$ cat config.mk
export PLATFORM = sky130hd
export DESIGN_NAME = tlb_fifo_lru_table
export DESIGN_NICKNAME = d
export VERILOG_FILES = /design/src/hdl/tlbfl_pkg.sv /design/src/hdl/tlbfl_cmp.sv /design/src/hdl/tlbfl_store.sv /design/src/hdl/tlb_fifo_lru_table.sv
export VERILOG_INCLUDE_DIRS = /design/src /design/src/hdl
export SDC_FILE = /design/constraint.sdc
export NUM_CORES = 2
export LEC_CHECK = 0
export ABC_CLOCK_PERIOD_IN_PS = 8830
export BUFFER_PORTS_ARGS = -buffer_cell sky130_fd_sc_hd__buf_2
export CORE_ASPECT_RATIO = 0.5
export CORE_MARGIN = 5
export CORE_UTILIZATION = 30
export DETAILED_ROUTE_END_ITERATION = 10
export GPL_TIMING_DRIVEN = 0
export PLACE_DENSITY = 0.45
export SLEW_MARGIN = 10
export SYNTH_ARGS = -nofsm -noshare
export SYNTH_HDL_FRONTEND = slang
export SYNTH_HIERARCHICAL = 1
export SYNTH_SLANG_ARGS = --single-unit
$ cat constraint.sdc
create_clock -name clk -period 8.83 [get_ports clk]
set_input_delay 0.4415 -clock clk [delete_from_list [all_inputs] [get_ports clk]]
set_output_delay 0.4415 -clock clk [all_outputs]
set_load 0.05 [all_outputs]
$ cat src/hdl/tlb_fifo_lru_table_macros.svh
// Assertion macros for the table RTL.
// Each expects clk and rst_n in scope.
`ifndef TLB_FIFO_LRU_TABLE_MACROS_SVH
`define TLB_FIFO_LRU_TABLE_MACROS_SVH

`ifndef SYNTH
`define TLBFL_ASSERT(lbl, expr, msg) \
    lbl: assert property (@(posedge clk) disable iff (!rst_n) (expr)) else $error(msg);
`define TLBFL_ASSERT_IMP(lbl, ante, cons, msg) \
    lbl: assert property (@(posedge clk) disable iff (!rst_n) (ante) |-> (cons)) \
        else $error(msg);
`else
`define TLBFL_ASSERT(lbl, expr, msg)
`define TLBFL_ASSERT_IMP(lbl, ante, cons, msg)
`endif

`endif

$ cat src/hdl/tlbfl_pkg.sv
`default_nettype none

package tlbfl_pkg;

    localparam int STAMP_W     = 32;
    localparam int CFG_W       = 5;
    localparam int CFG_IDX_W   = 2;
    localparam int INDEX_W     = 4;
    localparam int FRAME_OUT_W = 20;

    localparam logic [STAMP_W-1:0] STAMP_MAX = '1;

    localparam logic [CFG_IDX_W-1:0] REG_POLICY  = 2'd0;
    localparam logic [CFG_IDX_W-1:0] REG_ENTRIES = 2'd1;

    localparam logic POLICY_FIFO = 1'b0;
    localparam logic POLICY_LRU  = 1'b1;

    typedef enum logic [1:0] {
        MODE_LOOKUP = 2'd0,
        MODE_INSERT = 2'd1,
        MODE_FLUSH  = 2'd2
    } mode_t;

    typedef enum logic [1:0] {
        ST_IDLE  = 2'd0,
        ST_SCAN  = 2'd1,
        ST_WRITE = 2'd2,
        ST_DONE  = 2'd3
    } state_t;

    // comparator result for one entry
    typedef struct packed {
        logic page_eq;
        logic stamp_lt;
    } cmp_t;

    // valid bit control toward the entry store
    typedef struct packed {
        logic clr_all;
        logic set_one;
    } vctl_t;

endpackage

`default_nettype wire

$ cat src/hdl/tlbfl_cmp.sv
`default_nettype none

module tlbfl_cmp #(
    parameter int PAGE_BITS = 20
) (
    input  wire logic [PAGE_BITS-1:0]         entry_page,
    input  wire logic [PAGE_BITS-1:0]         key_page,
    input  wire logic [tlbfl_pkg::STAMP_W-1:0] entry_stamp,
    input  wire logic [tlbfl_pkg::STAMP_W-1:0] best_stamp,
    output tlbfl_pkg::cmp_t                    res
);
    import tlbfl_pkg::*;

    always_comb
    begin
        res.page_eq  = (entry_page == key_page);
        res.stamp_lt = (entry_stamp < best_stamp);
    end

endmodule

`default_nettype wire

$ cat src/hdl/tlbfl_store.sv
`default_nettype none

module tlbfl_store #(
    parameter int ENTRIES = 16,
    parameter int WORD_W = 72,
    localparam int IDX_W = (ENTRIES > 1) ? $clog2(ENTRIES) : 1
) (
    input  wire logic              clk,
    input  wire logic              rst_n,
    input  wire logic              wr_en,
    input  wire logic [IDX_W-1:0]  wr_idx,
    input  wire logic [WORD_W-1:0] wr_data,
    input  wire logic              rd_en,
    input  wire logic [IDX_W-1:0]  rd_idx,
    output logic [WORD_W-1:0]      rd_data,
    input  tlbfl_pkg::vctl_t       vctl,
    input  wire logic [IDX_W-1:0]  vset_idx,
    output logic [ENTRIES-1:0]     valid
);
    import tlbfl_pkg::*;

    logic [WORD_W-1:0]  mem [ENTRIES];
    logic [WORD_W-1:0]  rd_data_reg;
    logic [ENTRIES-1:0] valid_reg;

    // page, frame and stamp words; reads do not check the valid bits
    always_ff @(posedge clk)
    begin
        if (wr_en)
        begin
            mem[wr_idx] <= wr_data;
        end
        if (rd_en)
        begin
            rd_data_reg <= mem[rd_idx];
        end
    end

    always_ff @(posedge clk or negedge rst_n)
    begin
        if (!rst_n)
        begin
            valid_reg <= '0;
        end
        else if (vctl.clr_all)
        begin
            valid_reg <= '0;
        end
        else if (vctl.set_one)
        begin
            valid_reg[vset_idx] <= 1'b1;
        end
    end

    assign rd_data = rd_data_reg;
    assign valid   = valid_reg;

endmodule

`default_nettype wire

$ cat src/hdl/tlb_fifo_lru_table.sv
// Channel   Signals                          Accepted when
// in        in_valid, in_stall, mode/page/frame   in_valid && !in_stall
// out       out_valid, out_stall, hit/frame_out/entry_index/evicted
//                                              out_valid && !out_stall
// cfg       cfg_wr_en, cfg_index, cfg_data   cfg_wr_en
//
// Lookup and insert scan the n entries in use through the single read port
// of the entry store, one entry per cycle into one comparator; a lookup
// stops early on a hit and an insert on a free slot.
// Flush and the unused mode skip the scan.
// Reset leaves every entry invalid at once; no clearing pass.
// The result sits in an output register; the next item is taken once the
// result has moved there, and a full output register holds the block.
`default_nettype none

module tlb_fifo_lru_table #(
    parameter int ENTRIES = 16,
    parameter int PAGE_BITS = 20,
    parameter int FRAME_BITS = 20,
    localparam int IDX_W = (ENTRIES > 1) ? $clog2(ENTRIES) : 1,
    localparam int CNT_W = $clog2(ENTRIES + 1)
) (
    input  wire logic                              clk,
    input  wire logic                              rst_n,
    input  wire logic                              in_valid,
    output logic                                   in_stall,
    input  wire logic [1:0]                        mode,
    input  wire logic [PAGE_BITS-1:0]              page,
    input  wire logic [FRAME_BITS-1:0]             frame,
    output logic                                   out_valid,
    input  wire logic                              out_stall,
    output logic                                   hit,
    output logic [tlbfl_pkg::FRAME_OUT_W-1:0]      frame_out,
    output logic [tlbfl_pkg::INDEX_W-1:0]          entry_index,
    output logic                                   evicted,
    input  wire logic                              cfg_wr_en,
    input  wire logic [tlbfl_pkg::CFG_IDX_W-1:0]   cfg_index,
    input  wire logic [tlbfl_pkg::CFG_W-1:0]       cfg_data
);
    import tlbfl_pkg::*;

    `include "tlb_fifo_lru_table_macros.svh"

    localparam int WORD_W = PAGE_BITS + FRAME_BITS + STAMP_W;

    function automatic logic [CNT_W-1:0] clamp_count(input logic [CFG_W-1:0] v);
        logic [CFG_W+CNT_W-1:0] ve;
        logic [CFG_W+CNT_W-1:0] ee;
        ve = {{CNT_W{1'b0}}, v};
        ee = (CFG_W + CNT_W)'(ENTRIES);
        if (v == '0)
        begin
            return CNT_W'(1);
        end
        if (ve > ee)
        begin
            return CNT_W'(ENTRIES);
        end
        return ve[CNT_W-1:0];
    endfunction

    state_t                  state_reg, state_next;
    mode_t                   op_reg, op_next;
    logic [PAGE_BITS-1:0]    key_page_reg, key_page_next;
    logic [FRAME_BITS-1:0]   key_frame_reg, key_frame_next;
    logic [CNT_W-1:0]        cnt_reg, cnt_next;
    logic                    pend_reg, pend_next;
    logic [IDX_W-1:0]        rd_idx_reg, rd_idx_next;
    logic [IDX_W-1:0]        best_idx_reg, best_idx_next;
    logic [STAMP_W-1:0]      best_stamp_reg, best_stamp_next;
    logic [IDX_W-1:0]        slot_reg, slot_next;
    logic                    fill_reg, fill_next;
    logic                    res_hit_reg, res_hit_next;
    logic [FRAME_BITS-1:0]   res_frame_reg, res_frame_next;
    logic [IDX_W-1:0]        res_idx_reg, res_idx_next;
    logic                    res_evict_reg, res_evict_next;
    logic                    out_valid_reg, out_valid_next;
    logic                    hit_reg, hit_next;
    logic [FRAME_OUT_W-1:0]  frame_out_reg, frame_out_next;
    logic [INDEX_W-1:0]      entry_index_reg, entry_index_next;
    logic                    evicted_reg, evicted_next;
    logic [STAMP_W-1:0]      stamp_reg, stamp_next;
    logic [CNT_W-1:0]        free_reg, free_next;
    logic                    policy_reg, policy_next;
    logic [CFG_W-1:0]        eiu_reg, eiu_next;

    logic [CNT_W-1:0]        n_cnt;
    logic [STAMP_W-1:0]      stamp_inc;
    logic                    st_wr_en;
    logic [IDX_W-1:0]        st_wr_idx;
    logic [WORD_W-1:0]       st_wr_data;
    logic                    st_rd_en;
    logic [IDX_W-1:0]        st_rd_idx;
    logic [WORD_W-1:0]       st_rd_data;
    vctl_t                   vctl;
    logic [IDX_W-1:0]        vset_idx;
    logic [ENTRIES-1:0]      valid;
    logic [PAGE_BITS-1:0]    rd_page;
    logic [FRAME_BITS-1:0]   rd_frame;
    logic [STAMP_W-1:0]      rd_stamp;
    cmp_t                    cmp;
    logic [IDX_W+INDEX_W-1:0]          idx_ext;
    logic [FRAME_BITS+FRAME_OUT_W-1:0] frame_ext;

    assign rd_page  = st_rd_data[WORD_W-1 -: PAGE_BITS];
    assign rd_frame = st_rd_data[STAMP_W +: FRAME_BITS];
    assign rd_stamp = st_rd_data[STAMP_W-1:0];

    assign n_cnt     = clamp_count(eiu_reg);
    assign stamp_inc = (stamp_reg == STAMP_MAX) ? stamp_reg : stamp_reg + STAMP_W'(1);
    assign idx_ext   = {{INDEX_W{1'b0}}, res_idx_reg};
    assign frame_ext = {{FRAME_OUT_W{1'b0}}, res_frame_reg};

    tlbfl_store #(
        .ENTRIES (ENTRIES),
        .WORD_W  (WORD_W)
    ) u_store (
        .clk      (clk),
        .rst_n    (rst_n),
        .wr_en    (st_wr_en),
        .wr_idx   (st_wr_idx),
        .wr_data  (st_wr_data),
        .rd_en    (st_rd_en),
        .rd_idx   (st_rd_idx),
        .rd_data  (st_rd_data),
        .vctl     (vctl),
        .vset_idx (vset_idx),
        .valid    (valid)
    );

    tlbfl_cmp #(
        .PAGE_BITS (PAGE_BITS)
    ) u_cmp (
        .entry_page  (rd_page),
        .key_page    (key_page_reg),
        .entry_stamp (rd_stamp),
        .best_stamp  (best_stamp_reg),
        .res         (cmp)
    );

    always_ff @(posedge clk or negedge rst_n)
    begin
        if (!rst_n)
        begin
            state_reg     <= ST_IDLE;
            out_valid_reg <= 1'b0;
            stamp_reg     <= '0;
            free_reg      <= clamp_count(CFG_W'(16));
            policy_reg    <= POLICY_FIFO;
            eiu_reg       <= CFG_W'(16);
            pend_reg      <= 1'b0;
        end
        else
        begin
            state_reg     <= state_next;
            out_valid_reg <= out_valid_next;
            stamp_reg     <= stamp_next;
            free_reg      <= free_next;
            policy_reg    <= policy_next;
            eiu_reg       <= eiu_next;
            pend_reg      <= pend_next;
        end
    end

    always_ff @(posedge clk)
    begin
        op_reg          <= op_next;
        key_page_reg    <= key_page_next;
        key_frame_reg   <= key_frame_next;
        cnt_reg         <= cnt_next;
        rd_idx_reg      <= rd_idx_next;
        best_idx_reg    <= best_idx_next;
        best_stamp_reg  <= best_stamp_next;
        slot_reg        <= slot_next;
        fill_reg        <= fill_next;
        res_hit_reg     <= res_hit_next;
        res_frame_reg   <= res_frame_next;
        res_idx_reg     <= res_idx_next;
        res_evict_reg   <= res_evict_next;
        hit_reg         <= hit_next;
        frame_out_reg   <= frame_out_next;
        entry_index_reg <= entry_index_next;
        evicted_reg     <= evicted_next;
    end

    always_comb
    begin
        state_next       = state_reg;
        op_next          = op_reg;
        key_page_next    = key_page_reg;
        key_frame_next   = key_frame_reg;
        cnt_next         = cnt_reg;
        pend_next        = pend_reg;
        rd_idx_next      = rd_idx_reg;
        best_idx_next    = best_idx_reg;
        best_stamp_next  = best_stamp_reg;
        slot_next        = slot_reg;
        fill_next        = fill_reg;
        res_hit_next     = res_hit_reg;
        res_frame_next   = res_frame_reg;
        res_idx_next     = res_idx_reg;
        res_evict_next   = res_evict_reg;
        out_valid_next   = out_valid_reg;
        hit_next         = hit_reg;
        frame_out_next   = frame_out_reg;
        entry_index_next = entry_index_reg;
        evicted_next     = evicted_reg;
        stamp_next       = stamp_reg;
        free_next        = free_reg;
        policy_next      = policy_reg;
        eiu_next         = eiu_reg;
        st_wr_en         = 1'b0;
        st_wr_idx        = rd_idx_reg;
        st_wr_data       = {rd_page, rd_frame, stamp_reg};
        st_rd_en         = 1'b0;
        st_rd_idx        = cnt_reg[IDX_W-1:0];
        vctl             = '0;
        vset_idx         = slot_reg;

        if (out_valid_reg && !out_stall)
        begin
            out_valid_next = 1'b0;
        end

        case (state_reg)
            ST_IDLE:
            begin
                if (in_valid)
                begin
                    op_next        = mode_t'(mode);
                    key_page_next  = page;
                    key_frame_next = frame;
                    cnt_next       = '0;
                    pend_next      = 1'b0;
                    res_hit_next   = 1'b0;
                    res_frame_next = '0;
                    res_idx_next   = '0;
                    res_evict_next = 1'b0;
                    case (mode_t'(mode))
                        MODE_LOOKUP, MODE_INSERT:
                        begin
                            state_next = ST_SCAN;
                        end
                        MODE_FLUSH:
                        begin
                            vctl.clr_all = 1'b1;
                            free_next    = n_cnt;
                            state_next   = ST_DONE;
                        end
                        default:
                        begin
                            state_next = ST_DONE;
                        end
                    endcase
                end
            end

            ST_SCAN:
            begin
                // issue the next read while the previous entry is compared
                if (cnt_reg < n_cnt)
                begin
                    st_rd_en    = 1'b1;
                    rd_idx_next = cnt_reg[IDX_W-1:0];
                    cnt_next    = cnt_reg + CNT_W'(1);
                    pend_next   = 1'b1;
                end
                else
                begin
                    pend_next = 1'b0;
                end

                if (pend_reg)
                begin
                    if (op_reg == MODE_LOOKUP)
                    begin
                        if (valid[rd_idx_reg] && cmp.page_eq)
                        begin
                            res_hit_next   = 1'b1;
                            res_frame_next = rd_frame;
                            res_idx_next   = rd_idx_reg;
                            if (policy_reg == POLICY_LRU)
                            begin
                                st_wr_en   = 1'b1;
                                stamp_next = stamp_inc;
                            end
                            state_next = ST_DONE;
                        end
                    end
                    else
                    begin
                        if ((free_reg != '0) && !valid[rd_idx_reg])
                        begin
                            slot_next  = rd_idx_reg;
                            fill_next  = 1'b1;
                            state_next = ST_WRITE;
                        end
                        else if ((rd_idx_reg == '0) || cmp.stamp_lt)
                        begin
                            best_idx_next   = rd_idx_reg;
                            best_stamp_next = rd_stamp;
                        end
                    end
                end
                else if (!(cnt_reg < n_cnt))
                begin
                    // all entries seen without an early stop
                    if (op_reg == MODE_LOOKUP)
                    begin
                        state_next = ST_DONE;
                    end
                    else
                    begin
                        slot_next  = best_idx_reg;
                        fill_next  = 1'b0;
                        state_next = ST_WRITE;
                    end
                end
            end

            ST_WRITE:
            begin
                st_wr_en       = 1'b1;
                st_wr_idx      = slot_reg;
                st_wr_data     = {key_page_reg, key_frame_reg, stamp_reg};
                vctl.set_one   = 1'b1;
                stamp_next     = stamp_inc;
                res_idx_next   = slot_reg;
                res_evict_next = valid[slot_reg];
                if (fill_reg)
                begin
                    free_next = free_reg - CNT_W'(1);
                end
                state_next = ST_DONE;
            end

            ST_DONE:
            begin
                if (!out_valid_reg || !out_stall)
                begin
                    out_valid_next   = 1'b1;
                    hit_next         = res_hit_reg;
                    frame_out_next   = frame_ext[FRAME_OUT_W-1:0];
                    entry_index_next = idx_ext[INDEX_W-1:0];
                    evicted_next     = res_evict_reg;
                    state_next       = ST_IDLE;
                end
            end

            default:
            begin
                state_next = ST_IDLE;
            end
        endcase

        if (cfg_wr_en)
        begin
            case (cfg_index)
                REG_POLICY:
                begin
                    policy_next = cfg_data[0];
                end
                REG_ENTRIES:
                begin
                    eiu_next     = cfg_data;
                    vctl.clr_all = 1'b1;
                    free_next    = clamp_count(cfg_data);
                end
                default:
                begin
                end
            endcase
        end
    end

    assign in_stall    = (state_reg != ST_IDLE);
    assign out_valid   = out_valid_reg;
    assign hit         = hit_reg;
    assign frame_out   = frame_out_reg;
    assign entry_index = entry_index_reg;
    assign evicted     = evicted_reg;

    // valid entries plus free count always make up the entries in use
    `TLBFL_ASSERT(a_free_balance, ($countones(valid) + int'(free_reg)) == int'(n_cnt), "free count out of step with valid entries")
    `TLBFL_ASSERT(a_stamp_mono, stamp_reg >= $past(stamp_reg), "stamp counter went backward")
    `TLBFL_ASSERT_IMP(a_replace_full, (state_reg == ST_WRITE) && !fill_reg, free_reg == '0, "replacement while free entries remain")
    `TLBFL_ASSERT_IMP(a_hit_lookup, (state_reg == ST_DONE) && res_hit_reg, op_reg == MODE_LOOKUP, "hit reported for a non-lookup item")
    `TLBFL_ASSERT_IMP(a_scan_range, (state_reg == ST_SCAN) && pend_reg, CNT_W'(rd_idx_reg) < n_cnt, "scan compared an entry out of use")

endmodule

`default_nettype wire

==> impl_metrics.toml <==
[grt]
antenna_found_initial = 1
grt_first_pass_wirelength_mm = 207
grt_use_total_pct = 14.8
grt_overflow_total = 0
grt_max_degree = 48
grt_pass1_vias = 28400

[route]
wl_per_cell_um = 25.9
drc_errors = 0
via_per_inst = 4.91
drt_iter0_markers = 2186
first_pass_iters = 6
ant_nets = 0
wl_mm = 143
vias = 27100

[worst_setup_path]
worstPathArrival_ns = 5.83
crit_buf_inv = 4
worstPathCellList = "xnor2_1, nand4_1, nor3_1, nand2_1, nor2_1, a31oi_1, nor2b_1, or3b_2, nor3_2, buf_4, buf_6, buf_4, buf_4"
crit_slowest_cell = "nor3_1"
cp_common_cell = "buf_4"
worstPathRequired_ns = 9.29
crit_fanout = 7
crit_type = "register to register"
cp-start-kind = "register"
crit_path_end_kind = "register"
cp_top_family = "simple AND/OR/NAND/NOR gates"
max_stage_delay_ns = 0.79

[worst_hold_path]
hold_path.class = "input pin to register"

[timing]
setup_viol = 0
maxSlewViolCount = 0
finalCriticalPeriod_ns = 5.37
final_hold_viol_count = 0
relSlewSlack_pct = 15.5
whs_ns = 0.0881
skew_ns = 0.0319
timing.final.crit_share_pct = 60.8
max_freq_mhz = 186
worst_pin_slew_ns = 1.25
rsz0062_at_grt = "no"
layout_setup_ws_ns = 3.46

[clock_network]
cts_buffers = 141
cts_sinks = 1431
ctsResizeCount = 0
clk_pin_slew_worst_paths_ns = 0.07
cts_max_path_buffers = 3
cts_setup_buffers = 0
clk-insertion-delay-late_ns = 0.77
ctsRootBufferMaster = "clkbuf_16"
cts_tree = "yes"
htreeDepth = 4

[die]
num_io_pins = 82
fp.dieH_um = 313
rows = 111
initial_core_util_pct = 30.1
dieArea_um2 = 193000
core_um2 = 183000
die-width_um = 616

[finish]
fillerInstances = 16800
nNetsFinal = 3084
final_area_um2 = 65500
syn2layout_area_growth_pct = 18.9
largest_reg_flops = 1152
drive_gt1_share_pct = 25.9
antennaDiodeCount = 0

[placement]
place_area_um2 = 60500
place_congestion = 0.734
hpwl_mm = 92.7
post-place-ws_ns = 3.31
port_buffers = 81

[yosys]
synth.avg_cell_area_um2 = 21.2
postSynthCellCount = 2601
yosysUniqueCellTypes = 58
ys_warn_count = 6
ys_ff_latch = 1431
yosys.area.top_type = "edfxtp_1"
netlist_area_um2 = 55100
synth_seq_area_share_pct = 77.4
ys.flop_type = "edfxtp_1"
synth_top_area_share_pct = 74.6
async_flop_share_pct = 4.40
synth_edf_count = 1368
ys_top_cells_by_area = "edfxtp_1 75%, mux4_2 12%, dfrtp_1 2.8%"
syn_nets = 2698

[outcome]
outcome = "finished, final reports clean"

[job]
cap_viol_max_count = 0

[power]
p_leak_nw = 20.2
total_power_mw = 21.2
max-vdd-ir-drop_mv = 0.197
powerDensity_nw_per_um2 = 323
logic make-up (layout without fill, tap and decap cells):
logic type / after synthesis / count (layout) / share of synthesized area, %
AOI/OAI and AO/OA: 242 / 242 / 3.12
muxes: 352 / 352 / 13.2
adders and majority gates: 43 / 43 / 0.977
and+or+nand+nor: 313 / 313 / 2.86
DFF: 1431 / 1431 / 77.4
buffers and inverters: 163 / 662 / 1.48
xor gates and xnor gates: 57 / 57 / 0.906
report_power, final:
part,internal (mW),switching (mW)
combinational,2.13,3.76
sequential,8.96,0.371
clock,3.40,2.56
total,14.5,6.69
worst min-delay path, cell delays in order:
cell     delay [ns]
buf_2          0.10
nor2_1         0.10
o21ai_0        0.17
cells in the final DEF (no fill, tap or decap), types with 50 or more instances in the layout:
cell type      instances
edfxtp_1            1368
mux4_2               295
nand2_1              111
dfrtp_1               61
clkbuf_1             109
dlygate4sd3_1         50
buf_2                 93
clkbuf_16            148
mux2_2                50
a22oi_1              149
synthesized netlist by cell type, drive strengths merged, types with 2 or more instances:
cell type     n
a222oi        2
nand2b        4
clkbuf       68
nand3b        3
mux2i         6
nand2       112
nor4b         3
nor2         57
xor2         17
nor3b         3
dfstp         2
a21oi        33
and4          6
nand4        22
nor3         15
mux4        295
a21o          6
buf          49
and3b         2
nor2b         7
inv          46
a21boi        6
and2         28
nand4b        4
a22oi       149
edfxtp     1368
o211ai        3
o21ai        17
ha           43
mux2         51
xnor2        40
a31oi         9
nand3        21
o21a          6
nor4          5
or4           3
a221oi        5
and3         15
dfrtp        61
through the flow:
| step | setup TNS (ns) | utilization (%) | instances |
|---|---|---|---|
| finish | 0 | 35.8 | 5529 |
| global route | 0 | 35.8 | 5529 |
| CTS | 0 | 35.8 | 5529 |
| detailed placement | 0 | 33.1 | 5223 |
| global placement | -4801.06 | 32.0 | 5111 |
| floorplan | 0 | - | 2601 |
repair_timing:
item | CTS | global route
hold buffers | 50 | 0
hold endpoints to repair | 116 | 0
setup endpoints to repair | 0 | 0
worst paths after layout:
kind                                   startpoint            endpoint  cells after the start  slack, ns
worst max-delay path             key_page_reg[19]  u_store/mem[0][47]                     13       3.46
worst min-delay path                     in_valid            pend_reg                      3       0.09
worst max register to register   key_page_reg[19]  u_store/mem[0][47]                     13       3.46
worst min register to register  res_frame_reg[15]       frame_out[15]                      0       0.42
max in group asynchronous                   rst_n         free_reg[4]                      3       8.12
min in group asynchronous                   rst_n    u_store/valid[9]                      2       0.10
layer usage:
metal | routed length (um) | up-vias | GRT usage [%] | share of wire (%)
li1 | - | 11600 | - | -
met1 | 66700 | 14800 | 21.1 | 47
met2 | 68600 | 573 | 24.0 | 48
met3 | 6070 | 152 | 2.43 | 4.2
met4 | 2020 | 0 | 3.16 | 1.4
met5 | 0 | - | 0 | 0
layout make-up:
type                            instances  area (um2)  area share [%]
Sequential cell                      1431       42700            65.1
Multi-Input combinational cell       1007       11800            18.0
Clock buffer                          191        3870            5.92
Tap cell                             2429        3040            4.64
Timing Repair Buffer                  243        2730            4.17
Buffer                                117         646           0.986
Clock inverter                         65         611           0.932
Inverter                               46         178           0.271
No activity file was read; power rests on OpenSTA's default activity.
